<file path="src/rtl/core/dhp_pkg.sv">
// Types, constants and name lookup for the datagram header parser.
// No dependencies; imported by every module of the block.
package dhp_pkg;

	localparam int NAME_LEN = 10;
	localparam int NUM_NAMES = 10;
	localparam int QUEUE_DEPTH = 4;
	localparam int QUEUE_AW = $clog2(QUEUE_DEPTH);

	localparam logic [15:0] NAME_END = 16'd10;
	localparam logic [15:0] SEQ_END = 16'd18;
	localparam logic [15:0] PARAM_END = 16'd26;

	localparam logic [2:0] ST_SIMPLE_OK = 3'd0;
	localparam logic [2:0] ST_COMPLEX_OK = 3'd1;
	localparam logic [2:0] ST_TOO_SHORT = 3'd2;
	localparam logic [2:0] ST_UNKNOWN = 3'd3;
	localparam logic [2:0] ST_COMPLEX_SHORT = 3'd4;

	localparam logic [3:0] CMD_FIRST_COMPLEX = 4'd6;
	localparam logic [3:0] CMD_UNKNOWN = 4'd10;

	localparam logic KIND_PAYLOAD = 1'b0;
	localparam logic KIND_SUMMARY = 1'b1;

	typedef logic [0:NAME_LEN-1][7:0] name_t;

	typedef struct packed {
		logic [7:0] data_byte;
		logic       last_byte;
	} in_item_t;

	typedef struct packed {
		logic        result_kind;
		logic [7:0]  payload_byte;
		logic [2:0]  status;
		logic [3:0]  command_code;
		logic [63:0] sequence_number;
		logic [63:0] parameter_value;
		logic [15:0] message_size;
		logic [15:0] payload_length;
		logic        end_of_run;
	} out_item_t;

	typedef struct packed {
		logic        pay_valid;
		logic [7:0]  pay_byte;
		logic        sum_valid;
		logic [2:0]  status;
		logic [3:0]  code;
		logic [63:0] seq;
		logic [63:0] par;
		logic [15:0] size;
		logic [15:0] plen;
	} entry_t;

	typedef struct packed {
		logic nonempty;
		logic full;
	} q_status_t;

	function automatic name_t known_name(input logic [3:0] idx);
		name_t r;
		unique case (idx)
			4'd0: r = {"HELLO", 40'd0};
			4'd1: r = {"LIST", 48'd0};
			4'd2: r = {"DEL", 56'd0};
			4'd3: r = {"NO_WAY", 32'd0};
			4'd4: r = {"MY_LIST", 24'd0};
			4'd5: r = {"GET", 56'd0};
			4'd6: r = {"GOOD", "_DAY", 16'd0};
			4'd7: r = {"CONNECT", "_ME"};
			4'd8: r = {"ADD", 56'd0};
			4'd9: r = {"CAN_ADD", 24'd0};
			default: r = '1;
		endcase
		return r;
	endfunction

	function automatic logic [3:0] lookup_code(input name_t name);
		name_t cut;
		logic seen;
		logic [3:0] code;
		seen = 1'b0;
		code = CMD_UNKNOWN;
		for (int i = 0; i < NAME_LEN; i++) begin
			if (name[i] == 8'd0) begin
				seen = 1'b1;
			end
			cut[i] = seen ? 8'd0 : name[i];
		end
		for (int i = NUM_NAMES - 1; i >= 0; i--) begin
			if (cut == known_name(4'(i))) begin
				code = 4'(i);
			end
		end
		return code;
	endfunction

endpackage

</file>
<file path="src/rtl/core/dhp_front.sv">
// Front end: accepts datagram bytes, tracks header position and decodes fields.
// Pushes one queue entry per byte that yields a result. Depends on dhp_pkg.
module dhp_front import dhp_pkg::*; #(
	parameter int unsigned MAX_MESSAGE_BYTES = 65535
) (
	input  logic      clk,
	input  logic      arst_n,
	input  logic      byte_valid,
	output logic      byte_stall,
	input  in_item_t  byte_item,
	input  q_status_t q_status,
	output logic      push,
	output entry_t    push_entry
);

	localparam logic [15:0] MAX_BYTES = 16'(MAX_MESSAGE_BYTES);

	logic [15:0] pos_q;
	name_t       name_q;
	logic [63:0] seq_q;
	logic [63:0] par_q;
	logic        stopped_q;
	logic [15:0] count_q;

	logic        accept;
	logic [7:0]  b;
	logic [15:0] size;
	logic [3:0]  code;
	logic        known, complex_cmd;
	logic        in_name, in_seq, in_tail;
	logic        par_take, is_pay, emit, stop_set;
	logic [15:0] count_n;
	logic [63:0] seq_n, par_n;
	logic [2:0]  status;
	logic [3:0]  sum_code;
	logic [63:0] sum_seq, sum_par;
	logic [15:0] sum_plen;

	assign byte_stall = q_status.full;
	assign accept = byte_valid && !byte_stall;
	assign b = byte_item.data_byte;

	always_comb begin
		size = (pos_q < MAX_BYTES) ? pos_q + 16'd1 : MAX_BYTES;
		code = lookup_code(name_q);
		known = code != CMD_UNKNOWN;
		complex_cmd = code >= CMD_FIRST_COMPLEX;
		in_name = pos_q < NAME_END;
		in_seq = !in_name && pos_q < SEQ_END;
		in_tail = !in_name && !in_seq;
		par_take = in_tail && known && complex_cmd && pos_q < PARAM_END;
		is_pay = in_tail && known && !par_take;
		emit = is_pay && !stopped_q && b != 8'd0;
		stop_set = is_pay && !stopped_q && b == 8'd0;
		count_n = (emit && count_q < MAX_BYTES) ? count_q + 16'd1 : count_q;
		seq_n = in_seq ? {seq_q[55:0], b} : seq_q;
		par_n = par_take ? {par_q[55:0], b} : par_q;

		sum_code = CMD_UNKNOWN;
		sum_seq = '0;
		sum_par = '0;
		sum_plen = '0;
		if (size < SEQ_END) begin
			status = ST_TOO_SHORT;
		end else if (!known) begin
			status = ST_UNKNOWN;
		end else if (complex_cmd) begin
			sum_code = code;
			if (size < PARAM_END) begin
				status = ST_COMPLEX_SHORT;
			end else begin
				status = ST_COMPLEX_OK;
				sum_seq = seq_n;
				sum_par = par_n;
				sum_plen = count_n;
			end
		end else begin
			status = ST_SIMPLE_OK;
			sum_code = code;
			sum_seq = seq_n;
			sum_plen = count_n;
		end
	end

	assign push = accept && (emit || byte_item.last_byte);

	always_comb begin
		push_entry.pay_valid = emit;
		push_entry.pay_byte = b;
		push_entry.sum_valid = byte_item.last_byte;
		push_entry.status = status;
		push_entry.code = sum_code;
		push_entry.seq = sum_seq;
		push_entry.par = sum_par;
		push_entry.size = size;
		push_entry.plen = sum_plen;
	end

	always_ff @(posedge clk or negedge arst_n) begin
		if (!arst_n) begin
			pos_q <= '0;
			name_q <= '0;
			seq_q <= '0;
			par_q <= '0;
			stopped_q <= 1'b0;
			count_q <= '0;
		end else if (accept) begin
			if (byte_item.last_byte) begin
				pos_q <= '0;
				name_q <= '0;
				seq_q <= '0;
				par_q <= '0;
				stopped_q <= 1'b0;
				count_q <= '0;
			end else begin
				pos_q <= size;
				if (in_name) begin
					name_q[pos_q[3:0]] <= b;
				end
				seq_q <= seq_n;
				par_q <= par_n;
				if (stop_set) begin
					stopped_q <= 1'b1;
				end
				count_q <= count_n;
			end
		end
	end

endmodule

</file>
<file path="src/rtl/core/dhp_queue.sv">
// Short FIFO of decoded entries between front and back ends.
// Flip-flop storage, one push and one pop per cycle. Depends on dhp_pkg.
module dhp_queue import dhp_pkg::*; (
	input  logic      clk,
	input  logic      arst_n,
	input  logic      push,
	input  entry_t    push_entry,
	input  logic      pop,
	output entry_t    head,
	output q_status_t q_status
);

	entry_t               mem_q [QUEUE_DEPTH];
	logic [QUEUE_AW-1:0]  wr_q, rd_q;
	logic [QUEUE_AW:0]    count_q;

	assign head = mem_q[rd_q];
	assign q_status.nonempty = count_q != '0;
	assign q_status.full = count_q == (QUEUE_AW + 1)'(QUEUE_DEPTH);

	always_ff @(posedge clk) begin
		if (push) begin
			mem_q[wr_q] <= push_entry;
		end
	end

	always_ff @(posedge clk or negedge arst_n) begin
		if (!arst_n) begin
			wr_q <= '0;
			rd_q <= '0;
			count_q <= '0;
		end else begin
			if (push) begin
				wr_q <= (wr_q == QUEUE_AW'(QUEUE_DEPTH - 1)) ? '0 : wr_q + 1'b1;
			end
			if (pop) begin
				rd_q <= (rd_q == QUEUE_AW'(QUEUE_DEPTH - 1)) ? '0 : rd_q + 1'b1;
			end
			if (push && !pop) begin
				count_q <= count_q + 1'b1;
			end else if (pop && !push) begin
				count_q <= count_q - 1'b1;
			end
		end
	end

endmodule

</file>
<file path="src/rtl/core/dhp_back.sv">
// Back end: expands queue entries into payload and summary results.
// Drives the registered result channel. Depends on dhp_pkg.
module dhp_back import dhp_pkg::*; (
	input  logic      clk,
	input  logic      arst_n,
	input  entry_t    head,
	input  q_status_t q_status,
	output logic      pop,
	output logic      result_valid,
	input  logic      result_stall,
	output out_item_t result_item
);

	logic      valid_q;
	out_item_t item_q;
	logic      phase_q;

	logic      load, take, pay_now;
	out_item_t res;

	assign load = !valid_q || !result_stall;
	assign take = q_status.nonempty && load;
	assign pay_now = head.pay_valid && !phase_q;
	assign pop = take && (!pay_now || !head.sum_valid);

	always_comb begin
		if (pay_now) begin
			res = '0;
			res.result_kind = KIND_PAYLOAD;
			res.payload_byte = head.pay_byte;
			res.end_of_run = !head.sum_valid;
		end else begin
			res.result_kind = KIND_SUMMARY;
			res.payload_byte = 8'd0;
			res.status = head.status;
			res.command_code = head.code;
			res.sequence_number = head.seq;
			res.parameter_value = head.par;
			res.message_size = head.size;
			res.payload_length = head.plen;
			res.end_of_run = 1'b1;
		end
	end

	always_ff @(posedge clk or negedge arst_n) begin
		if (!arst_n) begin
			valid_q <= 1'b0;
			phase_q <= 1'b0;
		end else begin
			if (load) begin
				valid_q <= q_status.nonempty;
			end
			if (take) begin
				phase_q <= pay_now && head.sum_valid;
			end
		end
	end

	always_ff @(posedge clk) begin
		if (take) begin
			item_q <= res;
		end
	end

	assign result_valid = valid_q;
	assign result_item = item_q;

endmodule

</file>
<file path="src/rtl/core/datagram_header_parser.sv">
// Datagram header parser, top level.
// Byte channel in (byte_valid, byte_stall, byte_item: data_byte, last_byte),
// result channel out (result_valid, result_stall, result_item).
// A datagram arrives one byte per beat; last_byte marks its final byte.
// Bytes 0-9 carry a NUL-padded command name, 10-17 a big-endian sequence,
// 18-25 a big-endian parameter for complex commands; payload bytes follow
// and, for a known command, each one before the first zero byte becomes a payload result.
// The final byte also yields a summary result after any payload result.
// Throughput: one byte per cycle while byte_stall is low. A byte that
// yields two results sends them one after the other; a four-entry queue
// between the decode front end and the result back end absorbs this,
// and byte_stall rises when it fills. result_valid rises once a byte's
// entry has passed the queue and the output register. Bytes that yield
// no result leave the queue untouched. When result_stall is high the
// output register holds its beat and the queue keeps filling. Reset
// clears the parse state, the queue and the output valid; the next byte after reset starts a new datagram.
// Depends on dhp_pkg, dhp_front, dhp_queue, dhp_back.
module datagram_header_parser import dhp_pkg::*; #(
	parameter int unsigned MAX_MESSAGE_BYTES = 65535
) (
	input  logic      clk,
	input  logic      arst_n,
	input  logic      byte_valid,
	output logic      byte_stall,
	input  in_item_t  byte_item,
	output logic      result_valid,
	input  logic      result_stall,
	output out_item_t result_item
);

	q_status_t q_status;
	logic      push, pop;
	entry_t    push_entry, head;

	dhp_front #(
		.MAX_MESSAGE_BYTES(MAX_MESSAGE_BYTES)
	) u_front (
		.clk        (clk),
		.arst_n     (arst_n),
		.byte_valid (byte_valid),
		.byte_stall (byte_stall),
		.byte_item  (byte_item),
		.q_status   (q_status),
		.push       (push),
		.push_entry (push_entry)
	);

	dhp_queue u_queue (
		.clk        (clk),
		.arst_n     (arst_n),
		.push       (push),
		.push_entry (push_entry),
		.pop        (pop),
		.head       (head),
		.q_status   (q_status)
	);

	dhp_back u_back (
		.clk          (clk),
		.arst_n       (arst_n),
		.head         (head),
		.q_status     (q_status),
		.pop          (pop),
		.result_valid (result_valid),
		.result_stall (result_stall),
		.result_item  (result_item)
	);

endmodule

</file>
<file path="config.mk">
export PLATFORM = sky130hd
export DESIGN_NAME = datagram_header_parser
export DESIGN_NICKNAME = d
export VERILOG_FILES = /design/src/rtl/core/dhp_pkg.sv /design/src/rtl/core/dhp_front.sv /design/src/rtl/core/dhp_queue.sv /design/src/rtl/core/dhp_back.sv /design/src/rtl/core/datagram_header_parser.sv
export SDC_FILE = /design/constraint.sdc
export NUM_CORES = 1
export LEC_CHECK = 0
export ABC_AREA = 1
export BUFFER_PORTS_ARGS = -buffer_cell sky130_fd_sc_hd__buf_2
export CAP_MARGIN = 25
export CORE_MARGIN = 1
export CORE_UTILIZATION = 45
export DETAILED_ROUTE_END_ITERATION = 12
export GPL_ROUTABILITY_DRIVEN = 1
export PLACE_DENSITY = 0.61
export SYNTH_ARGS = -nofsm -noshare
export SYNTH_HDL_FRONTEND = slang
export SYNTH_SLANG_ARGS = --single-unit
</file>
<file path="constraint.sdc">
create_clock -name clk -period 15.1 [get_ports clk]
set_clock_uncertainty 0.1 [all_clocks]
set_input_delay 1.51 -clock clk [delete_from_list [all_inputs] [get_ports clk]]
set_output_delay 1.51 -clock clk [all_outputs]
set_load 0.02 [all_outputs]
</file>
# After elaboration in Yosys (flattened, before gate mapping)
# Memory sizes are Yosys's and may differ from the RTL's.
# Index checks and enable logic that the tools add are counted.
[classes]
add_sub_neg = 6
magnitude_cmp = 10
n_eq_ne = 14
muxes = 70
bitwise = 1
n_reduce_logical = 52
[ops]
columns = ["cell", "n"]
rows = [
  ["80-bit by 79-bit == test with 1-bit output (second input constant)", 10],
  ["64-bit 2-to-1 mux", 12],
  ["177-bit 2-to-1 mux", 1],
  ["80-bit 2-to-1 mux", 2],
  ["16-bit 2-to-1 mux", 8],
  ["8-bit logical NOT", 11],
  ["8-bit 2-to-1 mux", 11],
  ["80-bit bitwise mux", 1],
  ["16-bit by 5-bit less-than comparator with 1-bit output (second input constant)", 4],
  ["4-bit 2-to-1 mux", 10],
  ["16-bit by 1-bit adder with 16-bit output (second input constant)", 2],
  ["8-bit demux with 4-bit select", 1],
  ["16-bit less-than comparator (second input constant)", 2],
  ["1-bit logical AND", 19],
  ["3-bit 2-to-1 mux", 6],
  ["16-bit by 4-bit less-than comparator with 1-bit output (second input constant)", 1],
  ["1-bit 2-to-1 mux", 14],
  ["1-bit logical NOT", 12],
  ["2-bit 2-to-1 mux", 4],
  ["8-bit nonzero test", 1],
  ["2-bit nonzero test", 3],
  ["5-bit greater-or-equal comparator (second input constant)", 1],
  ["5-bit by 1-bit less-than comparator with 1-bit output (second input constant)", 1],
  ["4-bit NOT with 5-bit output", 1],
  ["10 further kinds", 15],
]
[totals]
reg_bits = 427
ram_bits = 708
out_inout_bits = 179
word_cells = 183
n_memories = 1
[memory_table]
columns = ["name", "depth", "width", "read_ports", "rd_clocked_by_memory_dff", "wr", "line", "rtl"]
rows = [
  ["u_queue.mem_q", 4, 177, 1, 0, 1, "dhp_queue.sv:13", "entry_t mem_q [QUEUE_DEPTH];"],
]

# Logic depth before layout (Yosys ltp)
# Gate-level depths: netlist of run 1.
[logic_depth]
ltp_word = 37
mapped_depth = 26

# Cells and area by module
# Synthesis of run 1 repeated with hierarchy kept, for this count alone.
[unflattened]
hier_cells = 4564
hier_area_um2 = 49253.5
[by_module_without_submodules]
columns = ["module", "instances", "cells_each", "area_per_inst_um2", "seq_area_each_um2"]
rows = [
  ["dhp_queue", 1, 2118, 28260.9, 21435.6],
  ["dhp_front", 1, 1888, 14058.5, 6030.8],
  ["dhp_back", 1, 558, 6934.2, 5365.1],
]

# Worst setup path after synthesis of run 1
# OpenSTA, ideal clock, no wires.
[synth_timing]
path_type = "input -> register"
from = "input byte_valid"
to = "memory u_queue.mem_q[0][0] (netlist name) (enable)"
arrival_time_ns = 10.108
slack_ns = 4.176
stages = 9
n_path_buf = 1
cell_sequence = "inv_1 nor2_1 inv_1 clkbuf_1 nor2_1 clkinv_1 o21ai_2 inv_2 nor2_1"
[synth_between]
elab_chain_cells = 4
[synth_lines]
columns = ["item", "line", "rtl"]
rows = [
  ["start: declaration", "datagram_header_parser.sv:23", "input logic byte_valid,"],
  ["1-bit logical AND", "dhp_front.sv:40", "assign accept = byte_valid && !byte_stall;"],
  ["1-bit logical AND", "dhp_front.sv:85", "assign push = accept && (emit || byte_item.last_byte);"],
  ["net push", "datagram_header_parser.sv:32", "logic push, pop;"],
  ["1-bit 2-to-1 mux", "dhp_queue.sv:22", "if (push) begin"],
  ["1-bit 2-to-1 mux (implied by the code)", "dhp_queue.sv:23", "mem_q[wr_q] <= push_entry;"],
  ["end: declaration", "dhp_queue.sv:13", ""],
]
# The timed path passes the listed nets, and every way through them passes these cells.

# Worst setup path after layout of run 1
[layout_timing]
from = "input byte_valid"
to = "memory u_queue.mem_q[2][50] (netlist name) (enable)"
# Same word-level chain as after synthesis.

==> metrics.txt, run 1 <==
status finished clean; cell mode on critical path buf_4; Max-Cap Viols 0; Syn Nets 4185; Post-Place Cells 5531; instance count on the critical path 13; Worst Setup EP u_queue.mem_q[2][50]$_DFFE_PP_; Final period util 47.2%; Die Y 324 µm; IO Port Bufs 191; largest net degree at the start of global routing 195; placed instance area 0.0487 mm²; CTS tree yes; share of cells above drive strength 1 11.0%; Max VDD drop 0.154 mV; Reg2Reg Launch Point u_front.name_q[57]$_DFFE_PN0P_; clock latency on the worst-skew pair 0.73 ns; die extent in x 324 µm; filler instances 8881; num rows 117; Tot Pwr 9940 µW; Post-CTS Setup Repair Bufs 0; Worst EP required 15.32 ns; #FFs+latches synth 1135; setup TNS 0 ns; RSZ-0062 raised after global routing no; P per Cell Area 189 mW/mm²; vias in the first global route 29600; Max stage delay on crit path 0.88 ns; overall global routing resource usage 21.3%; Starting Density 45.6%; WL per Instance 19.4 µm; Max Freq 0.140 GHz; Slew @ Worst Pin 1.04 ns; most frequent cells after synthesis edfxtp_1 (885), nor2_1 (640), nand2_1 (563); asr flop ratio synth 22.0%; ANT cells 0; worst rel slew slack 30.4%; initial antenna violation count 1; Detailed Place HPWL 63.2 mm; Worst Reg-to-Reg Cells 21; routed via count 30800; Max Root-Sink Buffers 3; CP Buf/Inv Count 9; GRT overflow 0; main area contributors after synthesis edfxtp_1 (57%), dfrtp_1 (13%), o21ai_0 (5.4%), nor2_1 (5.1%), nand2_1 (4.5%); startpoint types input pin; Slew Limit Fails 0; post-route non-filler standard cell count 5756; Clock transition at path regs 0.06 ns; reg2reg setup slack 8.00 ns; Core Region 0.102 mm²; CTS buffer count 116; Post-Syn Area 0.0467 mm²; endpoints failing setup 0; H-tree levels 3; Synth top area share 56.9%; CP arrival 7.35 ns; drt pass-1 iters 6; crit path cell chain buf_2 -> inv_1 -> nor2_4 -> buf_4 -> inv_1 -> nor2_1 -> clkinv_1 -> o21ai_2 -> inv_2 -> nor2_4 -> buf_4 -> buf_4 -> buf_4; Post-synth top flop edfxtp_1; clock sinks 1135; Post-Syn Area per Cell 11.2 µm²; Post-CTS Resized 0; drt drc 0; CP endpoint kind flip-flop; drt initial violations 2581; P&R area growth vs syn 12.8%; first-pass GRT wire length 172 mm; Syn. warnings 0; final std cell area, no fill 0.0527 mm²; Synth cell types 46; Die Footprint 0.105 mm²; minimum clock period after layout 7.13 ns; NumNets Final 4309; leading area contributor after synthesis edfxtp_1; number of synthesized flops with an enable pin 885; Top delay family on crit path buffers and inverters; LEAKAGE 0.0209 µW; Ports 192; antenna-violating nets left 0; hold-fix buffers at CTS 0; Critical Path Start byte_valid; reg-to-reg endpoint u_queue.mem_q[2][50]$_DFFE_PP_; hold crit path type reg2reg; critical path class in2reg; gpl congestion 0.896; vias per inst 5.36; Final Hold Viols 0; Crit Path Max Fanout 62; sequential share of the synthesized area 70.3%; CP max-delay cell buf_4; Root Driver clkbuf_16; Routed WL 112 mm; most frequent cell after synthesis edfxtp_1; cell count after synthesis 4160
## through the flow
stage / setup slack [ns] / hold WS, ns / utilization [%]
after global routing: 7.39 / 0.408 / 51.5
final: 7.97 / 0.381 / 51.5
after floorplan: 4.18 / 0.345 / -
after detailed placement: 7.24 / 0.373 / 47.6
after CTS: 7.96 / 0.388 / 51.4
after global placement: 7.43 / 0.363 / 47.6
## worst min path at each step
stage                                              start                             end  slack [ns]  cells after the start
after floorplan           u_front.name_q[39]$_DFFE_PN0P_  u_front.name_q[39]$_DFFE_PN0P_        0.35                      2
after global placement     u_front.name_q[6]$_DFFE_PN0P_   u_front.name_q[6]$_DFFE_PN0P_        0.36                      2
after detailed placement  u_front.name_q[63]$_DFFE_PN0P_  u_front.name_q[63]$_DFFE_PN0P_        0.37                      2
after CTS                 u_front.name_q[63]$_DFFE_PN0P_  u_front.name_q[63]$_DFFE_PN0P_        0.39                      2
after global routing      u_front.name_q[77]$_DFFE_PN0P_  u_front.name_q[77]$_DFFE_PN0P_        0.41                      2
final                     u_front.name_q[37]$_DFFE_PN0P_  u_front.name_q[37]$_DFFE_PN0P_        0.38                      2
## logic make-up (layout without fill, tap and decap cells)
logic type / count (synthesis) / count (layout) / synth area share [%]
and+or+nand+nor: 1392 / 1392 / 12.1
AOI/OAI and AO/OA: 933 / 933 / 11.1
DFF: 1135 / 1135 / 70.3
buffers and inverters: 676 / 904 / 5.90
adders and majority gates: 12 / 12 / 0.338
xor gates and xnor gates: 11 / 11 / 0.206
muxes: 1 / 1 / 0.0241
## final cells by class
cell class	count	area [µm²]	share of cell area (%)
flip-flops and latches	1135	32800	62.3
multi-input cells	2349	11200	21.2
clock buffers	157	3270	6.21
inverters	455	1730	3.28
well taps	1368	1710	3.25
repair buffers	227	1290	2.44
clock inverters	65	658	1.25
## sequential cells by signal, indices dropped and copies added (netlist names)
register             cells
u_front.par_q           64
u_back.result_item     177
u_front.pos_q           16
u_queue.mem_q          708
u_front.seq_q           64
u_back.result_valid      1
u_back.phase_q           1
u_front.name_q          80
u_front.count_q         16
u_front.stopped_q        1
u_queue.rd_q             2
u_queue.count_q          3
u_queue.wr_q             2
## worst min-delay path, cell delays in order (launching register included)
cell     delay (ns)
dfrtp_1        0.33
nand2_1        0.05
o21ai_0        0.06
## power breakdown
part           internal [µW]  total, µW  switching [µW]  leakage [µW]
clock network           1690       2900            1210       0.00193
registers               4020       4220             201        0.0119
logic                    716       2820            2100       0.00708
## cells in the final DEF (no fill, tap or decap), types with 3 or more instances in the layout
cell | Yosys | routed
clkinvlp_4 | 0 | 3
nor4_1 | 10 | 10
buf_2 | 1 | 190
edfxtp_1 | 885 | 885
buf_4 | 2 | 30
o21ai_1 | 46 | 46
clkinv_1 | 4 | 23
inv_1 | 447 | 444
clkinv_4 | 0 | 3
o21ai_0 | 502 | 502
ha_1 | 11 | 11
nand2_2 | 6 | 6
clkinv_2 | 0 | 20
inv_2 | 4 | 4
clkbuf_8 | 0 | 15
nand2_1 | 563 | 562
nor3_1 | 25 | 24
nand4_1 | 43 | 43
nand3_2 | 3 | 3
nor3_2 | 3 | 4
nand3_1 | 70 | 69
xor2_1 | 9 | 9
nor2_1 | 640 | 635
clkinv_8 | 0 | 3
bufinv_16 | 0 | 10
clkbuf_1 | 185 | 23
clkbuf_16 | 0 | 119
dfrtp_1 | 250 | 248
o22ai_1 | 317 | 317
nor3b_1 | 3 | 3
nor2_4 | 2 | 7
inv_6 | 0 | 4
o21ai_2 | 22 | 22
buf_12 | 0 | 4
or2_2 | 6 | 6
nor2_2 | 9 | 9
a21oi_1 | 39 | 39
## layer usage
layer  part of all wire (%)  up-vias  global-route usage, %
li1                       -    14700                      -
met1                     45    15200                   30.1
met4                    1.9        2                   5.64
met5                 0.0081        -                      0
met3                    5.6      148                   3.35
met2                     47      796                   34.2
(Power assumes the default switching activity.)
==> run 2, diff against run 1 <==
==> constraint.sdc (replaced) <==
create_clock -name clk -period 7.3 [get_ports clk]
set_clock_uncertainty 0.1 [all_clocks]
set_input_delay 0.73 -clock clk [delete_from_list [all_inputs] [get_ports clk]]
set_output_delay 0.73 -clock clk [all_outputs]
set_load 0.02 [all_outputs]
==> run 2 against run 1 <==
Combinational power increased by 110%. Flip-flop and latch count unchanged. Critical path depth increased by 10. Setup slack got worse by 5.7 ns. Register-to-register slack got worse by 5.7 ns. Die area unchanged. Cell area increased by 0.17%. Via count decreased by 0.27%. Non-clock buffer count increased by 2. Count of clock-buffer cells in the layout decreased by 2. Largest cell class unchanged.
==> metrics.txt, run 2 (synthesized netlist as in run 1, its figures left out) <==
filler instances 8910 (+0.33%); CP endpoint kind flip-flop; startpoint types flip-flop; WL met2 52.7 mm (+0.52%); P&R area growth vs syn 13.0%; cell mode on critical path nand2_1; Detailed Place HPWL 62.3 mm (-1.4%); placed instance area 0.0487 mm² (about the same); share of cells above drive strength 1 11.0% (about the same); Highest Signal Layer met5; Final Hold Viols 0 (unchanged); num rows 117 (unchanged); RSZ-0062 raised after global routing no; NumNets Final 4309 (unchanged); Slew @ Worst Pin 1.04 ns (+0.000797 ns); Core Region 0.102 mm² (unchanged); Max stage delay on crit path 0.70 ns (-0.18 ns); Ports 192 (unchanged); drt pass-1 iters 5 (-1); max FFs per register 708 (unchanged); die extent in x 324 µm (unchanged); Tot Pwr 20600 µW (+110%); Worst Reg-to-Reg Cells 23 (+9.5%); Clock transition at path regs 0.06 ns (about the same); Post-CTS Setup Repair Bufs 0 (unchanged); reg2reg setup slack 2.32 ns (-5.68 ns); crit path cell chain nor2_1 -> nand2_1 -> inv_1 -> nand2_1 -> nand2_1 -> nor2_4 -> nand2_1 -> nor2_1 -> inv_1 -> nor2_1 -> nand4_1 -> nor2_1 -> nand2_1 -> nand2_1 -> inv_2 -> nand3_1 -> nand2_1 -> nor2_1 -> nand2_1 -> o21ai_2 -> inv_2 -> nor2_4 -> buf_4; clock latency on the worst-skew pair 0.71 ns (-0.02 ns); critical path class reg2reg; gpl congestion 0.889 (-0.77%); Root Driver clkbuf_16; Routed WL 111 mm (-0.79%); Worst Setup EP u_queue.mem_q[1][6]$_DFFE_PP_; hold crit path type in2reg; Max Freq 0.201 GHz; Top reg by flops u_queue.mem_q; GRT overflow 0 (unchanged); Crit Path Max Fanout 58 (-6.5%); Worst EP required 7.51 ns (-7.81 ns); worst rel slew slack 30.4% (-0.053 points); endpoints failing setup 0 (unchanged); vias per inst 5.35 (-0.22%); reg-to-reg endpoint u_queue.mem_q[1][6]$_DFFE_PP_; Final period util 68.3%; Starting Density 45.6% (unchanged); final std cell area, no fill 0.0528 mm² (+0.17%); routed wl met3 5.62 mm (-10%); CTS tree yes; status finished clean; minimum clock period after layout 4.98 ns; CP max-delay cell buf_4; Die Footprint 0.105 mm² (unchanged); wire length on met1 50.0 mm (-1.4%); IO Port Bufs 191 (unchanged); Max Root-Sink Buffers 3 (unchanged); CTS buffer count 114 (-1.7%); vias in the first global route 29400 (-0.60%); ANT cells 0 (unchanged); Die Y 324 µm (unchanged); first-pass GRT wire length 171 mm (-1.1%); most frequent cells in the layout edfxtp_1 (885), nor2_1 (635), nand2_1 (562); WL per Instance 19.2 µm (-0.74%); overall global routing resource usage 21.0% (-0.26 points); Max VDD drop 0.313 mV (+100%); routed via count 30800 (-0.27%); largest net degree at the start of global routing 161 (-17%); P per Cell Area 390 mW/mm² (+110%); antenna-violating nets left 0 (unchanged); CP arrival 5.19 ns (-2.16 ns); Slew Limit Fails 0 (unchanged); Max-Cap Viols 0 (unchanged); clock sinks 1135 (unchanged); commonest non-fill, non-tap cell in the layout edfxtp_1; initial antenna violation count 1 (unchanged); LEAKAGE 0.0208 µW (-0.48%); H-tree levels 3 (unchanged); Reg2Reg Launch Point u_front.name_q[67]$_DFFE_PN0P_; drt initial violations 2661 (+3.1%); drt drc 0 (unchanged); Critical Path Start u_front.name_q[67]$_DFFE_PN0P_
run 2: cell count changes in the layout (fill, tap and decap cells not counted), sizes merged:
cell	previous run	this run
clkinv	50	38
bufinv	10	14
clkinvlp	3	7
clkbuf	158	155
buf	226	228
dlygate4sd3	0	1
inv	457	458
run 2: final cells by class:
class,count,area [µm²],area share [%]
clock inverter,62,752,1.43
multi-input combinational,2349,11200,21.2
sequential,1135,32800,62.2
inverter,455,1730,3.27
tap,1368,1710,3.24
timing repair buffer,229,1410,2.67
clock buffer,155,3150,5.96
run 2: worst max-delay path, delay by kind of cell, from the launching register on:
kind / cells / cell delay (ns)
buf+inv: 5 / 1.04
simple gates: 17 / 2.57
flops: 1 / 0.43
compound gates: 1 / 0.35
run 2: how the worst min path moves through the flow:
stage,start,to,slack [ns],depth (start not counted)
floorplan,arst_n,u_back.phase_q$_DFFE_PN0P_,0.33,0
global placement,u_front.name_q[39]$_DFFE_PN0P_,u_front.name_q[39]$_DFFE_PN0P_,0.36,2
global route,byte_item[0],u_queue.mem_q[1][167]$_DFFE_PP_,0.28,1
CTS,result_stall,u_back.result_valid$_DFFE_PN0N_,0.24,3
finish,result_stall,u_back.result_valid$_DFFE_PN0N_,0.31,3
detailed placement,u_front.name_q[39]$_DFFE_PN0P_,u_front.name_q[39]$_DFFE_PN0P_,0.37,2
run 2: what timing repair did:
action / CTS / global route
endpoints found under the hold margin: 19 / 0
hold buffers: 1 / 0
gates resized for setup: 0 / 0
run 2: per-layer routing:
metal / up-vias / global-route usage (%)
met3: 151 / 3.05
met1: 15200 / 29.9
met4: 2 / 5.70
met5: - / 0
met2: 739 / 33.8
li1: 14700 / -
run 2: through the flow:
step	hold WS, ns	setup WS [ns]	utilization, %	instances	TNS (ns)
after global placement	0.361	2.45	47.6	5531	0
final	0.311	2.32	51.6	5753	0
after floorplan	0.334	-0.211	-	4160	-149.54
after CTS	0.244	2.32	51.5	5749	0
after detailed placement	0.373	2.31	47.6	5531	0
after global routing	0.277	1.91	51.6	5753	0
run 2: power by group:
| group | leakage, µW | switching (µW) | internal [µW] | total [µW] |
|---|---|---|---|---|
| Combinational | 0.00711 | 4340 | 1510 | 5850 |
| Clock | 0.00189 | 2480 | 3530 | 6010 |
| Sequential | 0.0118 | 385 | 8330 | 8710 |
| Total | 0.0208 | 7200 | 13400 | 20600 |
